<file path="src/hdl/assert_macros.svh">
// Assertion macros used by the step pulse generator controller.
// Each macro expects clk_i and rst_ni in the scope where it is used.
`ifndef ASSERT_MACROS_SVH
`define ASSERT_MACROS_SVH

// Clocked property, disabled while in reset.
`define TSPG_ASSERT(name, prop, msg) \
  name: assert property (@(posedge clk_i) disable iff (!rst_ni) (prop)) else $error(msg);

// Condition that must never be true at a clock edge outside reset.
`define TSPG_ASSERT_NEVER(name, cond, msg) \
  name: assert property (@(posedge clk_i) disable iff (!rst_ni) !(cond)) else $error(msg);

`endif

</file>
<file path="src/hdl/tspg_pkg.sv">
// Shared types and constants of the three-axis step pulse generator.
// Used by the divider, the datapath, the controller and the top level.
package tspg_pkg;

  localparam int unsigned FUNC_W   = 2;
  localparam int unsigned AXIS_W   = 2;
  localparam int unsigned COUNT_W  = 16;
  localparam int unsigned PERIOD_W = 20;
  localparam int unsigned CD_W     = 21;
  localparam int unsigned TICK_W   = 16;
  localparam int unsigned MAX_AXES = 3;

  localparam logic [FUNC_W-1:0] FUNC_TICK  = 2'd0;
  localparam logic [FUNC_W-1:0] FUNC_LOAD  = 2'd1;
  localparam logic [FUNC_W-1:0] FUNC_START = 2'd2;
  localparam logic [FUNC_W-1:0] FUNC_STOP  = 2'd3;

  localparam logic [TICK_W-1:0] TICK_RESET = 16'd100;

  // Remainder unit retires one dividend bit per cycle.
  localparam int unsigned DIV_STEPS = PERIOD_W;
  localparam int unsigned DIV_CNT_W = $clog2(DIV_STEPS);

  typedef struct packed {
    logic capture;
    logic div_start;
    logic commit;
  } dp_cmd_t;

  typedef struct packed {
    logic in_is_load;
    logic div_done;
  } dp_status_t;

endpackage

</file>
<file path="src/hdl/tspg_divider.sv">
// Bit-serial restoring remainder unit: step period modulo tick period.
// Depends on tspg_pkg for widths and the step count.
module tspg_divider
  import tspg_pkg::*;
(
  input  logic                clk_i,
  input  logic                rst_ni,
  input  logic                start_i,
  input  logic [PERIOD_W-1:0] dividend_i,
  input  logic [TICK_W-1:0]   divisor_i,
  output logic                busy_o,
  output logic [TICK_W-1:0]   rem_o
);

  logic                 busy_q, busy_d;
  logic [DIV_CNT_W-1:0] cnt_q, cnt_d;
  logic [PERIOD_W-1:0]  quo_q, quo_d;
  logic [TICK_W-1:0]    rem_q, rem_d;
  logic [TICK_W:0]      trial;
  logic [TICK_W:0]      diff;

  assign trial = {rem_q, quo_q[PERIOD_W-1]};
  assign diff  = trial - {1'b0, divisor_i};

  always_comb begin
    busy_d = busy_q;
    cnt_d  = cnt_q;
    quo_d  = quo_q;
    rem_d  = rem_q;
    if (start_i) begin
      busy_d = 1'b1;
      cnt_d  = '0;
      quo_d  = dividend_i;
      rem_d  = '0;
    end else if (busy_q) begin
      // restore unless the divisor fits
      rem_d = (trial >= {1'b0, divisor_i}) ? diff[TICK_W-1:0] : trial[TICK_W-1:0];
      quo_d = {quo_q[PERIOD_W-2:0], 1'b0};
      cnt_d = cnt_q + DIV_CNT_W'(1);
      if (cnt_q == DIV_CNT_W'(DIV_STEPS - 1)) begin
        busy_d = 1'b0;
      end
    end
  end

  always_ff @(posedge clk_i or negedge rst_ni) begin
    if (!rst_ni) begin
      busy_q <= 1'b0;
      cnt_q  <= '0;
    end else begin
      busy_q <= busy_d;
      cnt_q  <= cnt_d;
    end
  end

  always_ff @(posedge clk_i) begin
    quo_q <= quo_d;
    rem_q <= rem_d;
  end

  assign busy_o = busy_q;
  assign rem_o  = rem_q;

endmodule

</file>
<file path="src/hdl/tspg_datapath.sv">
// Datapath: request latch, tick period register, per-axis state and result flags.
// Depends on tspg_pkg and instantiates tspg_divider.
module tspg_datapath
  import tspg_pkg::*;
#(
  parameter int unsigned NUM_AXES = 3
) (
  input  logic                clk_i,
  input  logic                rst_ni,
  input  logic                cfg_we_i,
  input  logic [TICK_W-1:0]   cfg_data_i,
  input  logic [FUNC_W-1:0]   func_i,
  input  logic [AXIS_W-1:0]   axis_i,
  input  logic [COUNT_W-1:0]  step_count_i,
  input  logic [PERIOD_W-1:0] step_period_i,
  input  logic                direction_i,
  input  dp_cmd_t             cmd_i,
  output dp_status_t          status_o,
  output logic [MAX_AXES-1:0] step_o,
  output logic [TICK_W-1:0]   width_o [MAX_AXES],
  output logic [MAX_AXES-1:0] dir_o,
  output logic                running_o
);

  logic [TICK_W-1:0]   tick_q;
  logic [FUNC_W-1:0]   req_func_q;
  logic [AXIS_W-1:0]   req_axis_q;
  logic [COUNT_W-1:0]  req_count_q;
  logic [PERIOD_W-1:0] req_period_q;
  logic                req_dir_q;
  logic                run_q;

  logic [TICK_W-1:0]   div_rem;
  logic                div_busy;
  logic [TICK_W-1:0]   width_new;
  logic                tick_commit;

  logic [COUNT_W-1:0]  steps_left_q  [NUM_AXES];
  logic [CD_W-1:0]     countdown_q   [NUM_AXES];
  logic [PERIOD_W-1:0] period_q      [NUM_AXES];
  logic [TICK_W-1:0]   pulse_width_q [NUM_AXES];
  logic [NUM_AXES-1:0] dir_q;
  logic [NUM_AXES-1:0] step_q;
  logic [NUM_AXES-1:0] fire;
  logic [NUM_AXES-1:0] left_nz;

  tspg_divider u_divider (
    .clk_i      (clk_i),
    .rst_ni     (rst_ni),
    .start_i    (cmd_i.div_start),
    .dividend_i (step_period_i),
    .divisor_i  (tick_q),
    .busy_o     (div_busy),
    .rem_o      (div_rem)
  );

  assign status_o.in_is_load = (func_i == FUNC_LOAD);
  assign status_o.div_done   = !div_busy;

  // A zero tick period gives a zero pulse width.
  assign width_new   = (tick_q == '0) ? '0 : div_rem;
  assign tick_commit = cmd_i.commit && (req_func_q == FUNC_TICK);

  always_ff @(posedge clk_i or negedge rst_ni) begin
    if (!rst_ni) begin
      tick_q <= TICK_RESET;
    end else if (cfg_we_i) begin
      tick_q <= cfg_data_i;
    end
  end

  always_ff @(posedge clk_i) begin
    if (cmd_i.capture) begin
      req_func_q   <= func_i;
      req_axis_q   <= axis_i;
      req_count_q  <= step_count_i;
      req_period_q <= step_period_i;
      req_dir_q    <= direction_i;
    end
  end

  for (genvar a = 0; a < NUM_AXES; a++) begin : g_axis
    logic               load_hit;
    logic               active;
    logic [COUNT_W-1:0] left_after;

    assign load_hit = cmd_i.commit && (req_func_q == FUNC_LOAD)
                      && (req_axis_q == AXIS_W'(a));
    assign active   = run_q && (steps_left_q[a] != '0);
    assign fire[a]  = (req_func_q == FUNC_TICK) && active
                      && (countdown_q[a] < CD_W'(tick_q));
    assign left_after = fire[a] ? steps_left_q[a] - COUNT_W'(1) : steps_left_q[a];
    assign left_nz[a] = (left_after != '0);

    always_ff @(posedge clk_i or negedge rst_ni) begin
      if (!rst_ni) begin
        steps_left_q[a]  <= '0;
        countdown_q[a]   <= '0;
        period_q[a]      <= '0;
        pulse_width_q[a] <= '0;
        dir_q[a]         <= 1'b0;
        step_q[a]        <= 1'b0;
      end else begin
        if (cmd_i.commit) begin
          step_q[a] <= fire[a];
        end
        if (load_hit) begin
          steps_left_q[a]  <= req_count_q;
          period_q[a]      <= req_period_q;
          pulse_width_q[a] <= width_new;
          countdown_q[a]   <= CD_W'(req_period_q) - CD_W'(width_new);
          dir_q[a]         <= req_dir_q;
        end else if (tick_commit && active) begin
          steps_left_q[a] <= left_after;
          // reload to period plus tick, less one tick, is the period itself
          countdown_q[a]  <= fire[a] ? CD_W'(period_q[a])
                                     : countdown_q[a] - CD_W'(tick_q);
        end
      end
    end
  end

  always_ff @(posedge clk_i or negedge rst_ni) begin
    if (!rst_ni) begin
      run_q <= 1'b0;
    end else if (cmd_i.commit) begin
      unique case (req_func_q)
        FUNC_TICK:  run_q <= run_q && (|left_nz);
        FUNC_START: run_q <= 1'b1;
        FUNC_STOP:  run_q <= 1'b0;
        default:    run_q <= run_q;
      endcase
    end
  end

  for (genvar a = 0; a < MAX_AXES; a++) begin : g_out
    if (a < NUM_AXES) begin : g_live
      assign step_o[a]  = step_q[a];
      assign width_o[a] = step_q[a] ? pulse_width_q[a] : '0;
      assign dir_o[a]   = dir_q[a];
    end else begin : g_absent
      assign step_o[a]  = 1'b0;
      assign width_o[a] = '0;
      assign dir_o[a]   = 1'b0;
    end
  end

  assign running_o = run_q;

endmodule

</file>
<file path="src/hdl/tspg_ctrl.sv">
// Controller: request acceptance, remainder wait, commit and result handshake.
// Depends on tspg_pkg and assert_macros.svh.
`include "assert_macros.svh"

module tspg_ctrl
  import tspg_pkg::*;
(
  input  logic       clk_i,
  input  logic       rst_ni,
  input  logic       in_valid_i,
  output logic       in_ready_o,
  output logic       out_valid_o,
  input  logic       out_ready_i,
  input  dp_status_t status_i,
  output dp_cmd_t    cmd_o
);

  localparam logic [1:0] ST_IDLE = 2'd0;
  localparam logic [1:0] ST_DIV  = 2'd1;
  localparam logic [1:0] ST_EXEC = 2'd2;

  logic [1:0] state_q, state_d;
  logic       out_valid_q, out_valid_d;
  logic       accept;
  logic       slot_free;

  assign in_ready_o = (state_q == ST_IDLE);
  assign accept     = in_valid_i && in_ready_o;
  assign slot_free  = !out_valid_q || out_ready_i;

  always_comb begin
    state_d       = state_q;
    cmd_o.capture   = accept;
    cmd_o.div_start = accept && status_i.in_is_load;
    cmd_o.commit    = 1'b0;
    unique case (state_q)
      ST_IDLE: begin
        if (accept) begin
          state_d = status_i.in_is_load ? ST_DIV : ST_EXEC;
        end
      end
      ST_DIV: begin
        if (status_i.div_done) begin
          state_d = ST_EXEC;
        end
      end
      ST_EXEC: begin
        // hold until the result register can take the new result
        if (slot_free) begin
          cmd_o.commit = 1'b1;
          state_d      = ST_IDLE;
        end
      end
      default: begin
        state_d = ST_IDLE;
      end
    endcase
  end

  always_comb begin
    if (cmd_o.commit) begin
      out_valid_d = 1'b1;
    end else if (out_ready_i) begin
      out_valid_d = 1'b0;
    end else begin
      out_valid_d = out_valid_q;
    end
  end

  always_ff @(posedge clk_i or negedge rst_ni) begin
    if (!rst_ni) begin
      state_q     <= ST_IDLE;
      out_valid_q <= 1'b0;
    end else begin
      state_q     <= state_d;
      out_valid_q <= out_valid_d;
    end
  end

  assign out_valid_o = out_valid_q;

  `TSPG_ASSERT(a_accept_leaves_idle, accept |=> state_q != ST_IDLE, "accept stayed idle")
  `TSPG_ASSERT(a_div_start, cmd_o.div_start |=> !status_i.div_done, "divider not started")
  `TSPG_ASSERT(a_div_exec, state_q == ST_DIV && status_i.div_done |=> state_q == ST_EXEC, "no exec")
  `TSPG_ASSERT(a_commit_sets_valid, cmd_o.commit |=> out_valid_q, "no result after commit")
  `TSPG_ASSERT_NEVER(a_no_overwrite, cmd_o.commit && !slot_free, "result overwritten")

endmodule

</file>
<file path="src/hdl/three_axis_step_pulse_generator.sv">
// Top level of the three-axis step pulse generator.
// Depends on tspg_pkg, tspg_ctrl, tspg_datapath (with tspg_divider).
//
//   channel  handshake                 payload
//   in       in_valid_i / in_ready_o   func_i axis_i step_count_i step_period_i direction_i
//   out      out_valid_o / out_ready_i step_*_o width_*_o dir_*_o running_o
//   cfg      cfg_we_i                  cfg_data_i (tick period)
//
// Tick, start and stop go from acceptance to the execute state, then commit; the
// result valid flag is registered. Loads first wait in the divide state for the pulse
// width from a bit-serial remainder unit, one of the 20 period bits per cycle.
// One request is in flight at a time; a new one is taken while the last
// result waits at the output. A stalled output holds the next commit.
// Reset clears all axis state and the run flag and sets the tick period to 100.
module three_axis_step_pulse_generator
  import tspg_pkg::*;
#(
  parameter int unsigned NUM_AXES = 3
) (
  input  logic                clk_i,
  input  logic                rst_ni,
  input  logic                cfg_we_i,
  input  logic [TICK_W-1:0]   cfg_data_i,
  input  logic                in_valid_i,
  output logic                in_ready_o,
  input  logic [FUNC_W-1:0]   func_i,
  input  logic [AXIS_W-1:0]   axis_i,
  input  logic [COUNT_W-1:0]  step_count_i,
  input  logic [PERIOD_W-1:0] step_period_i,
  input  logic                direction_i,
  output logic                out_valid_o,
  input  logic                out_ready_i,
  output logic                step_x_o,
  output logic                step_y_o,
  output logic                step_z_o,
  output logic [TICK_W-1:0]   width_x_o,
  output logic [TICK_W-1:0]   width_y_o,
  output logic [TICK_W-1:0]   width_z_o,
  output logic                dir_x_o,
  output logic                dir_y_o,
  output logic                dir_z_o,
  output logic                running_o
);

  dp_cmd_t             cmd;
  dp_status_t          status;
  logic [MAX_AXES-1:0] step;
  logic [TICK_W-1:0]   width [MAX_AXES];
  logic [MAX_AXES-1:0] dir;

  tspg_ctrl u_ctrl (
    .clk_i       (clk_i),
    .rst_ni      (rst_ni),
    .in_valid_i  (in_valid_i),
    .in_ready_o  (in_ready_o),
    .out_valid_o (out_valid_o),
    .out_ready_i (out_ready_i),
    .status_i    (status),
    .cmd_o       (cmd)
  );

  tspg_datapath #(
    .NUM_AXES (NUM_AXES)
  ) u_datapath (
    .clk_i         (clk_i),
    .rst_ni        (rst_ni),
    .cfg_we_i      (cfg_we_i),
    .cfg_data_i    (cfg_data_i),
    .func_i        (func_i),
    .axis_i        (axis_i),
    .step_count_i  (step_count_i),
    .step_period_i (step_period_i),
    .direction_i   (direction_i),
    .cmd_i         (cmd),
    .status_o      (status),
    .step_o        (step),
    .width_o       (width),
    .dir_o         (dir),
    .running_o     (running_o)
  );

  assign step_x_o  = step[0];
  assign step_y_o  = step[1];
  assign step_z_o  = step[2];
  assign width_x_o = width[0];
  assign width_y_o = width[1];
  assign width_z_o = width[2];
  assign dir_x_o   = dir[0];
  assign dir_y_o   = dir[1];
  assign dir_z_o   = dir[2];

endmodule
</file>
<file path="config.mk">
export PLATFORM = sky130hd
export DESIGN_NAME = three_axis_step_pulse_generator
export DESIGN_NICKNAME = d
export VERILOG_FILES = /design/src/hdl/tspg_pkg.sv /design/src/hdl/tspg_divider.sv /design/src/hdl/tspg_datapath.sv /design/src/hdl/tspg_ctrl.sv /design/src/hdl/three_axis_step_pulse_generator.sv
export VERILOG_INCLUDE_DIRS = /design/src /design/src/hdl
export SDC_FILE = /design/constraint.sdc
export NUM_CORES = 1
export LEC_CHECK = 0
export BUFFER_PORTS_ARGS = -buffer_cell sky130_fd_sc_hd__clkbuf_2
export CAP_MARGIN = 20
export CORE_UTILIZATION = 30
export DETAILED_ROUTE_END_ITERATION = 16
export GPL_TIMING_DRIVEN = 0
export PLACE_DENSITY = 0.55
export SLEW_MARGIN = 20
export SYNTH_ARGS = -nofsm -noshare
export SYNTH_HDL_FRONTEND = slang
export SYNTH_HIERARCHICAL = 1
export SYNTH_SLANG_ARGS = --single-unit
</file>
<file path="constraint.sdc">
create_clock -name clk_i -period 4.66 [get_ports clk_i]
set_input_delay 0.699 -clock clk_i [delete_from_list [all_inputs] [get_ports clk_i]]
set_output_delay 0.699 -clock clk_i [all_outputs]
set_load 0.02 [all_outputs]
</file>
Word-level counts from Yosys, hierarchy flattened
Index checks and enable logic that the tools add are counted.

Bitwise operators: 0. Div/mod/pow operators: 0. Magnitude comparators: 4. $mul: 0. Reductions and logical operators: 41. Multiplexer cells: 40. Shift-type cells: 0. Add/sub/neg operators: 9. Equality and inequality tests: 12.

Operators with widths (number): $mux W16 (14); $mux W21 (9); $reduce_bool A16 Y1 (6); $lt A21 B16 Y1 (3); $sub A21 B16 Y21 (3); $sub A16 B1 Y16 const B (3); $mux W20 (2); $sub A20 B16 Y21 (1); $logic_and A1 B1 Y1 (20); $ge A17 B16 Y1 (1); $logic_not A16 Y1 (1); $sub A16 B16 Y16 (1); $mux W5 (2); $reduce_bool A2 Y1 (5); $eq A2 B1 Y1 const B (4); $eq A2 B2 Y1 const B (4); $mux W2 (4); $mux W1 (7); $logic_not A2 Y1 (3); $pmux W2 S3 (1); $add A5 B1 Y5 const B (1); $eq A5 B5 Y1 const B (1); $ne A2 B2 Y1 const B (2); $pmux W1 S3 (1); other kinds (7) (7).

Logic and storage cells: 137. Bits in latches: 0. Bits in registers: 328. Bits in writable memories: 0. Bits of input ports: 62. Memories kept: 0. Output and inout bits: 57. Bits in read-only memories: 0.

Depth between registers and ports, before layout
Gate-level depths: netlist (run 1).

Depth in word-level cells: 9. Mapped depth: 17. Depth with buffers taken out: 16.

By module
Netlist (run 1), hierarchy kept.

By module, submodules not included: tspg_datapath (sequential area each 7290.7 um^2, times used 1, area an instance 16399.5 um^2, cells each 1869); tspg_divider (sequential area each 1071.0 um^2, times used 1, area an instance 2824.0 um^2, cells each 301); tspg_ctrl (sequential area each 75.1 um^2, times used 1, area an instance 170.2 um^2, cells each 18).

Worst setup path after synthesis (run 1)
No wires, ideal clock.

Path type: register -> register. From: register u_datapath.tick_q[5]. To: register u_datapath/countdown_q[39] (netlist bit). Clock period less this slack: 3837 ps. Setup slack: 823 ps. Arrival time: 3711 ps. Cell stages (with the launch flop): 18. Path buffers: 1. Setup time: 126 ps. Data required time: 4534 ps. Path through: dfstp_2 -> nor4_1 -> nand4_1 -> clkbuf_1 -> nand2_1 -> inv_1 -> ha_1 -> fa_1 -> nand2b_1 -> a21oi_1 -> o21ai_1 -> a211oi_1 -> or4b_1 -> a21o_1 -> a2111oi_1 -> xnor2_1 -> nor2_1 -> a311o_1.

Elaborated cells on any way between the ends: 9. Classes of those cells: add/sub: 2; order compare: 1; mux: 4; reduce/logical: 2.

RTL lines: from (decl) (RTL line tspg_datapath.sv:25) `logic [TICK_W-1:0] tick_q;`; from (signal assigned) (RTL line tspg_datapath.sv:68) `tick_q <= cfg_data_i;`; $logic_not A16 Y1 (RTL line tspg_datapath.sv:61) `assign width_new = (tick_q == '0) ? '0 : div_rem;`; $mux W16 (RTL line tspg_datapath.sv:61); net u_datapath.width_new[0] (RTL line tspg_datapath.sv:35) `logic [TICK_W-1:0] width_new;`; $sub A20 B16 Y21 (RTL line tspg_datapath.sv:111) `countdown_q[a] <= CD_W'(req_period_q) - CD_W'(width_new);`; $mux W21 (RTL line tspg_datapath.sv:107) `if (load_hit) begin`; to (signal, indexed assignment) (RTL line tspg_datapath.sv:111); to (signal, indexed assignment) (RTL line tspg_datapath.sv:116) `countdown_q[a] <= fire[a] ? CD_W'(period_q[a])`; to (decl) (RTL line tspg_datapath.sv:39) `logic [CD_W-1:0] countdown_q [NUM_AXES];`.

The timed path passes the listed nets, and every way through them passes these cells. The select of a mux whose other input is x is not followed. A chain may end at the register's enable or synchronous reset.

Worst setup path after layout (run 1)
From: register u_datapath.tick_q[14]. To: register u_datapath.run_q (netlist: u_datapath/running_o).

Cells in the longest elaborated chain, start to end: 7. Elaborated cells on any way between the ends: 15. Classes of those cells: order compare: 3; mux: 4; reduce/logical: 8.

RTL lines: $lt A21 B16 Y1 (RTL line tspg_datapath.sv:91) `&& (countdown_q[a] < CD_W'(tick_q));`; $logic_and A1 B1 Y1 (RTL line tspg_datapath.sv:91); $mux W16 (RTL line tspg_datapath.sv:92) `assign left_after = fire[a] ? steps_left_q[a] - COUNT_W'(1) : steps_left_q[a];`; $reduce_bool A16 Y1 (RTL line tspg_datapath.sv:93) `assign left_nz[a] = (left_after != '0);`; $reduce_or A3 Y1 (*) (RTL line tspg_datapath.sv:128) `FUNC_TICK: run_q <= run_q && (|left_nz);`; $logic_and A1 B1 Y1 (*) (RTL line tspg_datapath.sv:128); $pmux W1 S3 (*) (RTL line tspg_datapath.sv:127) `unique case (req_func_q)`; to (signal assigned) (RTL line tspg_datapath.sv:128); to (signal assigned) (RTL line tspg_datapath.sv:131) `default: run_q <= run_q;`; to (decl) (RTL line tspg_datapath.sv:31) `logic run_q;`.

Every way passes the cells marked *; elsewhere a longest branch is shown, timed or not.

==> flow_summary.json, run 1 <==
{
  "yosysUniqueCellTypes": 96,
  "powerDensity_nw_per_um2": 707,
  "hp-class": "in2async",
  "synthFlopType": "dfrtp_1",
  "criticalPathCategory": "reg2reg",
  "clkLatencyLatePin_ps": 570,
  "drive_above_1_share": 0.109,
  "cts_buffers": 38,
  "synth.largest_area_cell": "dfrtp_1",
  "drc_errors": 0,
  "synth_top_cell_area_share": 0.320,
  "max_slew_margin": 0.302,
  "worst_slew_pin_slew_ps": 1020,
  "ys_warn_count": 6,
  "place.gp.congestion": 0.917,
  "synth_nets": 2342,
  "syn_area_per_cell_um2": 8.86,
  "cp_cell_sequence": "inv_1, ha_1, a21o_1, a211o_1, a311oi_2, o211a_2, nand4b_1, nor2_1, xor2_1, a2111oi_0, and4_1, a31oi_1",
  "grt_pass1_vias": 17200,
  "ys_top_cells_by_area": "dfrtp_1 32%, edfxtp_1 9.4%, nand2_1 8.2%",
  "cts_buffer_depth": 3,
  "wl_per_cell_um": 22.7,
  "htreeDepth": 2,
  "skew_ps": 31.6,
  "port-buffer-count": 118,
  "ant_nets": 0,
  "max_stage_delay_ps": 900,
  "grt_overflow": 0,
  "fmax_ghz": 0.219,
  "outcome": "complete, no violations",
  "final_common_cell": "nand2_1",
  "grt_start_max_net_pins": 85,
  "cp-start-kind": "register",
  "hold-worst-slack_ps": 12.9,
  "finalHoldViolCount": 0,
  "core-area_um2": 63400,
  "grt_pass1_wl_um": 109000,
  "finalWirelength_um": 73200,
  "slew_viol_final": 0,
  "first_pass_iters": 6,
  "grt_usage": 0.218,
  "dieArea_um2": 65700,
  "die_width_um": 256,
  "viasPerCell": 5.56,
  "worst_ep_arrival_time_ps": 4980,
  "ctsHoldBuffers": 0,
  "ios": 119,
  "rrSetupSlack_ps": 90,
  "crit_required_ps": 5070,
  "cts_num_sinks": 328,
  "num_vias": 18000,
  "ff_latch_area_um2": 8440,
  "seq_area_frac_synth": 0.435,
  "cts_tree": "done",
  "r2r_cells": 12,
  "power_leakage_uw": 0.00969,
  "fin_crit_ps": 4570,
  "cts_root_buf": "clkbuf_16",
  "r2r-end": "u_datapath/running_o",
  "final_cell_mix": "422 x nand2_1, 246 x dfrtp_1, 204 x o21ai_0",
  "maxCapViolations": 0,
  "setup_viol": 0,
  "period_share": 0.980,
  "synth-seq-cells": 328,
  "initialDrtViolationCount": 1746,
  "fin_nets": 2505,
  "area_growth_pct": 15.6,
  "crit_path_top_delay_cell": "a2111oi_0",
  "synth_area_um2": 19400,
  "initial_core_util": 0.306,
  "rr_startpoint": "u_datapath/tick_q[14]",
  "synth_edf_count": 61,
  "dp_hpwl_um": 55700,
  "synth_cells": 2188,
  "multiInputGateArea_um2": 10300,
  "vdd_ir_drop_max_uv": 325,
  "synth-async-reset-ratio": 0.765,
  "cts.clk_slew.worst_paths_ps": 60,
  "die_y_um": 256,
  "layout_setup_ws_ps": 92.3,
  "rows": 92,
  "num-fill-cells": 6436,
  "cp-startpoint": "u_datapath/tick_q[14]",
  "preCtsSetupSlack_ps": -345,
  "antenna_found_initial": 0,
  "cp_max_fo": 8,
  "critPathCaptureType": "register"
}
## how the worst max path moves through the flow
stage / slack, ps / end / cells after the start
floorplan: 820 / u_datapath/countdown_q[39] / 17
global placement: -2730 / u_datapath/pulse_width_q[40] / 1
detailed placement: -340 / u_datapath/countdown_q[39] / 17
CTS: 50 / u_datapath/countdown_q[39] / 18
global route: -4 / u_datapath/countdown_q[39] / 16
finish: 90 / u_datapath/running_o / 12
## flip-flops by register name, indices dropped and copies added, names as in the netlist
signal	cells
u_datapath/countdown_q	63
u_datapath/period_q	60
u_datapath/pulse_width_q	48
u_datapath/steps_left_q	48
u_datapath/req_period_q	20
u_datapath/u_divider/quo_q	20
u_datapath/req_count_q	16
u_datapath/tick_q	16
u_datapath/u_divider/rem_o	16
u_datapath/u_divider/cnt_q	5
u_datapath/dir_o	3
u_datapath/step_o	3
u_ctrl/state_q	2
u_datapath/req_axis_q	2
u_datapath/req_func_q	2
u_ctrl/out_valid_o	1
u_datapath/req_dir_q	1
u_datapath/running_o	1
u_datapath/u_divider/busy_o	1
## repair_timing
item	CTS	global route
setup endpoints to repair	13	8
resized for setup	6	6
endpoints found under the hold margin	0	0
pin swaps	1	0
setup buffers	2	0
gates cloned	0	0
## report_power, final
group          internal, uW  total [uW]  switching, uW
Combinational          2860        7660           4810
Sequential             4140        5190           1050
Clock                  1730        3000           1270
Total                  8730       15900           7120
## critical path: cells and delay by family, from the launching register on
| kind | cells | cell delay [ps] |
|---|---|---|
| adder cells (fa/ha/maj) | 1 | 370 |
| XOR/XNOR | 1 | 110 |
| AO/OA/AOI/OAI | 6 | 2390 |
| AND/OR/NAND/NOR | 3 | 830 |
| buffers and inverters | 1 | 350 |
| flip-flops | 1 | 400 |
## per-stage QoR
stage | instances | total power [uW] | TNS, ps | utilization | instance area, um^2
floorplan | 2188 | 10100 | 0 | - | 19400
global placement | 3152 | 12500 | -668180 | 0.332 | 21000
detailed placement | 3155 | 12600 | -2410 | 0.333 | 21100
CTS | 3226 | 15700 | 0 | 0.353 | 22400
global route | 3226 | 16900 | -4.27 | 0.353 | 22400
finish | 3227 | 15900 | 0 | 0.353 | 22400
## cells in the mapped netlist (5+ instances only)
library cell	instances
a211oi_1	10
a21o_1	29
a21oi_1	97
a221o_1	24
a221oi_1	11
a22oi_1	13
a311oi_1	7
a31oi_1	16
a32oi_1	6
and2_1	63
and3_1	11
buf_1	7
buf_2	9
clkbuf_1	84
dfrtp_1	248
dfxtp_1	16
edfxtp_1	61
fa_1	5
ha_1	87
inv_1	74
mux2_2	20
mux2i_1	5
nand2_1	424
nand2b_1	22
nand3_1	55
nand3b_1	8
nand4_1	18
nand4b_1	6
nor2_1	144
nor2b_1	19
nor3_1	51
nor3b_1	5
nor4_1	27
o2111ai_1	5
o211ai_1	62
o21a_1	13
o21ai_0	204
o21ai_1	6
o221ai_1	7
o311ai_0	17
or2_2	6
or3_1	14
xnor2_1	43
xor2_1	32
## logic make-up after synthesis
group           Yosys count  synth area share
mux                      26            0.0150
buf+inv                 181            0.0379
compound gates          581             0.196
fa+ha+maj                92            0.0613
xor+xnor                 75            0.0339
simple gates            905             0.221
flops                   328             0.435
## per-layer routing
layer | GRT usage | part of all wire
met2 | 0.339 | 0.44
met3 | 0.0374 | 0.073
met1 | 0.303 | 0.45
met4 | 0.0812 | 0.035
met5 | 0 | 0
## cell type report
type / count / share of cell area
diodes: 1 / 0.000112
plain buffers: 107 / 0.0205
clock buffers: 51 / 0.0460
clock inverters: 18 / 0.00837
inverters: 74 / 0.0124
multi-input cells: 1679 / 0.458
flip-flops and latches: 328 / 0.377
well taps: 846 / 0.0472
repair buffers: 123 / 0.0311
Note: power is estimated with default switching activity, not from simulation.
==> inputs of run 2 (changes only) <==
--- a/config.mk
+++ b/config.mk
@@ -8,6 +8,7 @@
 export LEC_CHECK = 0
 export BUFFER_PORTS_ARGS = -buffer_cell sky130_fd_sc_hd__clkbuf_2
 export CAP_MARGIN = 20
+export CORE_ASPECT_RATIO = 0.9
 export CORE_UTILIZATION = 30
 export DETAILED_ROUTE_END_ITERATION = 16
 export GPL_TIMING_DRIVEN = 0
==> flow_summary.json, run 2 (synthesis results as in run 1) <==
{
  "clkLatencyLatePin_ps": 570,
  "r2r_cells": 13,
  "max_slew_margin": 0.252,
  "path_depth": 13,
  "cp_max_fo": 8,
  "final_common_cell": "nand2_1",
  "htreeDepth": 2,
  "core-area_um2": 64000,
  "multiInputGateArea_um2": 10200,
  "cts_buffers": 41,
  "finalWirelength_um": 69100,
  "slew_viol_final": 0,
  "final_cell_mix": "423 x nand2_1, 246 x dfrtp_1, 204 x o21ai_0",
  "grt_pass1_wl_um": 104000,
  "grt_overflow": 0,
  "grt_usage": 0.207,
  "fin_util": 0.354,
  "num_vias": 17600,
  "cp-start-kind": "register",
  "port-buffer-count": 118,
  "critPathCaptureType": "register",
  "die_width_um": 270,
  "crit_buf_inv": 2,
  "outcome": "complete, no violations",
  "criticalPathCategory": "reg2reg",
  "rr_startpoint": "u_datapath/tick_q[1]",
  "crit_required_ps": 5080,
  "place.gp.congestion": 0.947,
  "dp_hpwl_um": 53900,
  "drive_above_1_share": 0.114,
  "antenna_found_initial": 1,
  "fin_crit_ps": 4420,
  "vdd_ir_drop_max_uv": 317,
  "powerDensity_nw_per_um2": 714,
  "largest_register_ffs": 63,
  "finalHoldViolCount": 0,
  "initialDrtViolationCount": 1596,
  "cts_root_buf": "clkbuf_16",
  "rrSetupSlack_ps": 240,
  "fin_cells": 3245,
  "worst_slew_pin_slew_ps": 1120,
  "area_growth_pct": 16.8,
  "grt_pass1_vias": 16700,
  "period_share": 0.948,
  "rows": 88,
  "ctsHoldBuffers": 0,
  "top_register": "u_datapath/countdown_q",
  "drc_errors": 0,
  "cp-startpoint": "u_datapath/tick_q[1]",
  "crit_family": "compound AO/OA/AOI/OAI gates",
  "fmax_ghz": 0.226,
  "cts_buffer_depth": 3,
  "grt_start_max_net_pins": 89,
  "power_leakage_uw": 0.00980,
  "cts_num_sinks": 328,
  "fin_nets": 2515,
  "hold-worst-slack_ps": 68.0,
  "skew_ps": 12.8,
  "wl_per_cell_um": 21.3,
  "initial_core_util": 0.303,
  "max_stage_delay_ps": 770,
  "ios": 119,
  "cp_cell_sequence": "buf_12, inv_1, ha_1, nor2b_1, o31a_1, a21boi_1, o211a_2, nand4b_1, nor2_1, xor2_1, a2111oi_0, and4_1, a31oi_1",
  "hp-class": "in2async",
  "layout_setup_ws_ps": 243,
  "power.total_uw": 16200,
  "die_y_um": 243,
  "r2r-end": "u_datapath/running_o",
  "viasPerCell": 5.42,
  "dieArea_um2": 65700,
  "cts_tree": "done",
  "crit_path_top_delay_cell": "a2111oi_0",
  "setup_viol": 0,
  "crit_path_end": "u_datapath/running_o",
  "largestRegisters": "u_datapath/countdown_q (63), u_datapath/period_q (60)",
  "rsz0062_at_grt": "false",
  "preCtsSetupSlack_ps": -330,
  "ff_latch_area_um2": 8440,
  "cts.clk_slew.worst_paths_ps": 60,
  "worst_ep_arrival_time_ps": 4840,
  "antennaDiodeCount": 0,
  "ant_nets": 0,
  "dp_cells": 3164,
  "maxCapViolations": 0,
  "num-fill-cells": 6480,
  "first_pass_iters": 6
}
run 2: cell types whose count changed in the layout (fill, tap and decap cells not counted), sizes merged:
cell,before,now
clkinv,14,8
bufinv,3,6
inv,74,75
clkinvlp,1,3
buf,27,34
diode,1,0
clkbuf,254,257
run 2: worst min path at each step:
stage | end | slack [ps] | depth (start not counted)
2_1_floorplan | u_ctrl/out_valid_o | 400 | 0
3_3_place_gp | u_datapath/pulse_width_q[33] | 460 | 2
3_5_place_dp | u_datapath/period_q[32] | 460 | 2
4_1_cts | u_datapath/steps_left_q[45] | 50 | 1
5_1_grt | u_datapath/steps_left_q[45] | 70 | 1
6_report | u_datapath/steps_left_q[37] | 70 | 1
run 2: worst reg2reg max path: cells and delay by family, from the launching register on:
| family | cells | cell delay (ps) |
|---|---|---|
| compound gates | 5 | 1960 |
| xor+xnor | 1 | 140 |
| fa+ha+maj | 1 | 290 |
| buf+inv | 2 | 420 |
| flops | 1 | 430 |
| simple gates | 4 | 1040 |
run 2: cell type report:
type,count,share of cell area
tap,855,0.0472
sequential,328,0.372
multi-input combinational,1679,0.452
timing repair buffer,130,0.0336
buffer,107,0.0202
clock inverter,18,0.0114
inverter,74,0.0123
clock buffer,54,0.0506
run 2: what timing repair did:
item / CTS / global route
setup buffers: 3 / 6
endpoints found under the setup margin: 12 / 11
pin swaps: 2 / 0
gates resized for setup: 4 / 5
gates cloned: 0 / 0
run 2: stage by stage:
stage / setup TNS, ps / area, um^2
2_1_floorplan: 0 / 19400
3_3_place_gp: -636960 / 21100
3_5_place_dp: -1820 / 21200
4_1_cts: 0 / 22600
5_1_grt: 0 / 22700
6_report: 0 / 22700
run 2: power by group:
part / switching [uW] / total, uW / internal [uW]
combinational: 4780 / 7630 / 2860
sequential: 1070 / 5210 / 4140
clock: 1280 / 3340 / 2060
total: 7120 / 16200 / 9060
run 2: per-layer routing:
metal / wire length (um) / track usage / vias up
met5: 0 / 0 / -
met4: 1750 / 0.0598 / 0
met3: 4440 / 0.0302 / 94
met2: 30400 / 0.316 / 648
met1: 32500 / 0.301 / 8613
li1: - / - / 8235
